--- config.mk ---
export PLATFORM = sky130hd
export DESIGN_NAME = fsci_sqrt
export DESIGN_NICKNAME = d
export VERILOG_FILES = /design/src/sv/fsci_sqrt.sv
export SDC_FILE = /design/constraint.sdc
export NUM_CORES = 2
export LEC_CHECK = 0
export BUFFER_PORTS_ARGS = -buffer_cell sky130_fd_sc_hd__clkbuf_2
export CORE_ASPECT_RATIO = 0.6
export CORE_MARGIN = 10
export CORE_UTILIZATION = 55
export CTS_CLUSTER_SIZE = 40
export DETAILED_ROUTE_END_ITERATION = 16
export MAX_ROUTING_LAYER = met4
export PLACE_DENSITY = 0.71
export SETUP_SLACK_MARGIN = 0.3
export SLEW_MARGIN = 5
export SYNTH_ARGS = -nofsm -noshare
export SYNTH_HDL_FRONTEND = slang
export SYNTH_SLANG_ARGS = --single-unit
--- constraint.sdc ---
create_clock -name clk_i -period 8.6 [get_ports clk_i]
set_input_delay 1.29 -clock clk_i [delete_from_list [all_inputs] [get_ports clk_i]]
set_output_delay 1.29 -clock clk_i [all_outputs]
set_load 0.1 [all_outputs]
--- src/sv/fsci_sqrt.sv ---
// ----------------------------------------------------------------------------
// fsci_sqrt
// Pipelined integer square root, one root bit per stage, with a tag that
// travels alongside.
// ----------------------------------------------------------------------------
module fsci_sqrt #(
  parameter int unsigned IN_W  = 64,
  parameter int unsigned TAG_W = 8
) (
  input  logic                 clk_i,
  input  logic                 rst_ni,
  input  logic                 valid_i,
  input  logic [IN_W-1:0]      rad_i,
  input  logic [TAG_W-1:0]     tag_i,
  output logic                 valid_o,
  output logic [IN_W/2-1:0]    root_o,
  output logic [TAG_W-1:0]     tag_o
);

  localparam int unsigned RT_W = IN_W / 2;

  logic [RT_W:0]    vld;
  logic [RT_W+1:0]  rem  [RT_W+1];
  logic [RT_W-1:0]  root [RT_W+1];
  logic [IN_W-1:0]  rad  [RT_W+1];
  logic [TAG_W-1:0] tag  [RT_W+1];

  assign vld[0]  = valid_i;
  assign rem[0]  = '0;
  assign root[0] = '0;
  assign rad[0]  = rad_i;
  assign tag[0]  = tag_i;

  for (genvar i = 0; i < RT_W; i++) begin : g_stage
    logic [RT_W+3:0] t;
    logic [RT_W+3:0] trial;
    logic [RT_W+3:0] diff;
    logic            ge;

    // one root bit: try subtracting 4*root+1
    always_comb begin
      t     = {rem[i], rad[i][IN_W-1:IN_W-2]};
      trial = {2'b00, root[i], 2'b01};
      diff  = t - trial;
      ge    = (t >= trial);
    end

    always_ff @(posedge clk_i or negedge rst_ni) begin
      if (!rst_ni) begin
        vld[i+1] <= 1'b0;
      end else begin
        vld[i+1] <= vld[i];
      end
    end

    always_ff @(posedge clk_i) begin
      rem[i+1]  <= ge ? diff[RT_W+1:0] : t[RT_W+1:0];
      root[i+1] <= {root[i][RT_W-2:0], ge};
      rad[i+1]  <= {rad[i][IN_W-3:0], 2'b00};
      tag[i+1]  <= tag[i];
    end
  end

  assign valid_o = vld[RT_W];
  assign root_o  = root[RT_W];
  assign tag_o   = tag[RT_W];

endmodule

==> out/qor.csv <==
stage,metric,value,unit
cts,cts_made_buffers,240,
layout,final_cell_mix,"dfxtp_1 (2779), inv_1 (708), nor2_1 (599), a21oi_1 (596), ha_1 (562)",
sta,final.min_clock_period,4.71,ns
power,leakage,51.8,nW
sta,fmax,212,MHz
min_path,holdCritPathClass,reg -> reg,
layout,fin_nets,10100,
routing,wl_per_cell,17.3,um
sta,slew_viol_final,0,
placement,dp.cells,11600,
floorplan,start_util,55.5,%
yosys,synth.avg_cell_area,10.5,um^2
setup_path,worstSetupPathType,reg -> reg,
status,status,completed,
layout,final_common_cell,dfxtp_1,
routing,vias,64200,
routing,vias_per_cell,5.33,
sta,fin_skew,0.0897,ns
placement,gp_congestion,0.935,
cts,cts-root-buf,clkbuf_16,
cts,cts_max_level,4,
cts,worstSkewPairLatency,0.89,ns
setup_path,required,9.31,ns
layout,fin_cells,12000,
sta,finalHoldViolations,0,
floorplan,dieWidth,564,um
sta,rsz0062_at_grt,false,
setup_path,cp-start-kind,register,
floorplan,num_rows,119,
routing,postRouteAntennaNets,0,
setup_path,arrival,5.41,ns
cts,cts_sinks,2811,
cts,clk_pin_slew,0.07,ns
setup_path,rrSetupSlack,3.89,ns
floorplan,core,176000,um^2
routing,routed_wl,209,mm
setup_path,reg2reg_depth,10,
min_path,whs_endpoint,rad[1644],
yosys,synth_edf_count,0,
power,power_density,300,nW/um^2
placement,dp.final_hpwl,157,mm
sta,finalSetupViolations,0,
cts,holdBufCountCts,0,
min_path,hp-start,rad[1706],
setup_path,r2r_end,g_stage[11].t[27],
cts,cts_buffer_depth,4,
global_routing,grt_pass1_vias,61100,
yosys,ys_types,87,
yosys,netlist_instances,9286,
yosys,ys_warn_count,0,
cts,cts_setup_buffers,0,
sta,worst_hold_slack,0.283,ns
layout,drive_above_1_share,7.59,%
power,peakVddDrop,197,uV
global_routing,grt_remaining_overflow,0,
routing,drtPass1Iterations,7,
sta,finalCritPeriodShare,54.7,%
placement,port_buffers,115,
setup_path,end_kind,register,
yosys,synth_area,97800,um^2
yosys,ys_ff_latch,2811,
floorplan,die_h,347,um
layout,area_growth_syn_to_layout,11.8,%
floorplan,die_area,196000,um^2
routing,drt_iter0_markers,5339,
sta,slew-limit-headroom,11.7,%
yosys,synth_area_leaders,"dfxtp_1 (57%), ha_1 (7.2%), xnor2_1 (4.0%)",
global_routing,grt.total_usage,21.2,%
min_path,whs_path_depth,0,
sta,worst-slew-pin-transition,1.31,ns
global_routing,antenna_found_initial,10,
cts,cts_tree,done,
floorplan,io_pins,116,
setup_path,rr_startpoint,g_stage[10].t[14],
yosys,synth_top_area_share,56.9,%
routing,route.detailed.drc,0,
flow_run,max_cap_violations,0,
yosys,ys.flop_type,dfxtp_1,
yosys,synthArstFlopShare,1.14,%
yosys,ys_seq_area_share,57.7,%
yosys,synth_area_leader_cell,dfxtp_1,
setup_path,cp_max_fo,29,
global_routing,grt_pass1_wl,331,mm
placement,placed_area,101000,um^2
layout,fin_area,109000,um^2
cts,cts-resized-gates,0,
global_routing,grt_max_degree,51,
yosys,syn_nets,9923,
sta,fin_tns_setup,0,ns
[synth_stat cells, types with 18 or more instances]
cell,instances
a211o_1,18
a211oi_1,33
a21boi_0,26
a21o_1,285
a21oi_1,598
a31oi_1,48
and2_1,28
and3_1,48
clkbuf_1,161
dfrtp_1,32
dfxtp_1,2779
ha_1,562
inv_1,708
mux2_2,87
nand2_1,539
nand2b_1,90
nand3_1,129
nand3b_1,20
nand4_1,94
nor2_1,599
nor2b_1,79
nor3_1,204
nor4_1,126
o211ai_1,38
o21a_1,105
o21ai_0,411
o21bai_1,45
o31ai_1,36
or2_2,48
or3_1,115
or4_1,55
xnor2_1,443
xor2_1,418
[state kept, by name, summed over array words and instances, names as in the netlist]
signal	flops
tag	248
g_stage.t	1065
valid_o	1
rad	930
root_o	32
g_stage.trial	496
vld	31
tag_o	8
[cells by family after synthesis]
family,count (synthesis),synth area share (%)
AOI/OAI and AO/OA,1805,11.5
xor gates and xnor gates,861,7.71
adders and majority gates,562,7.19
buffers and inverters,897,3.49
DFF,2811,57.7
muxes,95,1.08
other,1,0.00383
and+or+nand+nor,2254,11.4
[area by class of cell]
type                    count  area, um^2
diodes                      6        15.0
clock buffers             300        6600
clock inverters           126        1810
fillers                 14000       66800
inverters                 710        2670
multi-input cells        5578       38100
flip-flops and latches   2811       56400
well taps                2359        2950
repair buffers            145         801
[metrics by stage]
step	setup WS (ns)	total power [W]	util [%]
floorplan	4.74	0.0200	-
CTS	3.93	0.0330	62.1
finish	3.89	0.0328	62.1
global placement	4.15	0.0214	57.3
detailed placement	4.04	0.0216	57.3
global route	3.34	0.0343	62.1
[per-layer routing]
| metal | up-vias | global-route usage (%) | routed length, um |
|---|---|---|---|
| met3 | 306 | 5.16 | 17900 |
| met4 | 0 | 4.32 | 3730 |
| met2 | 1887 | 28.1 | 79700 |
| met1 | 30000 | 32.4 | 107000 |
| met5 | - | - | 0 |
| li1 | 32000 | - | - |
[worst max-delay path: stages, from the launching register on]
cell,delay (ns)
dfxtp_1,0.34
or4_1,0.62
nor4_1,0.42
nand4bb_1,0.24
or3_1,0.42
nor4_1,0.27
nor2b_1,0.25
nand4_1,0.90
and3b_1,0.69
nor4b_1,0.22
xor2_1,0.14
[report_power, final]
part | internal (W) | switching (W)
combinational | 0.00217 | 0.00272
sequential | 0.0150 | 0.00150
clock | 0.00662 | 0.00477
total | 0.0238 | 0.00899
[how the worst max path moves through the flow]
stage                           start                 to  slack (ns)
floorplan            g_stage[7].t[13]   g_stage[8].t[33]        4.74
global placement    g_stage[10].t[14]  g_stage[11].t[27]        4.15
detailed placement  g_stage[10].t[14]  g_stage[11].t[27]        4.04
CTS                 g_stage[10].t[14]  g_stage[11].t[24]        3.93
global route        g_stage[10].t[14]  g_stage[11].t[26]        3.34
finish              g_stage[10].t[14]  g_stage[11].t[27]        3.89
(Power assumes the default switching activity.)
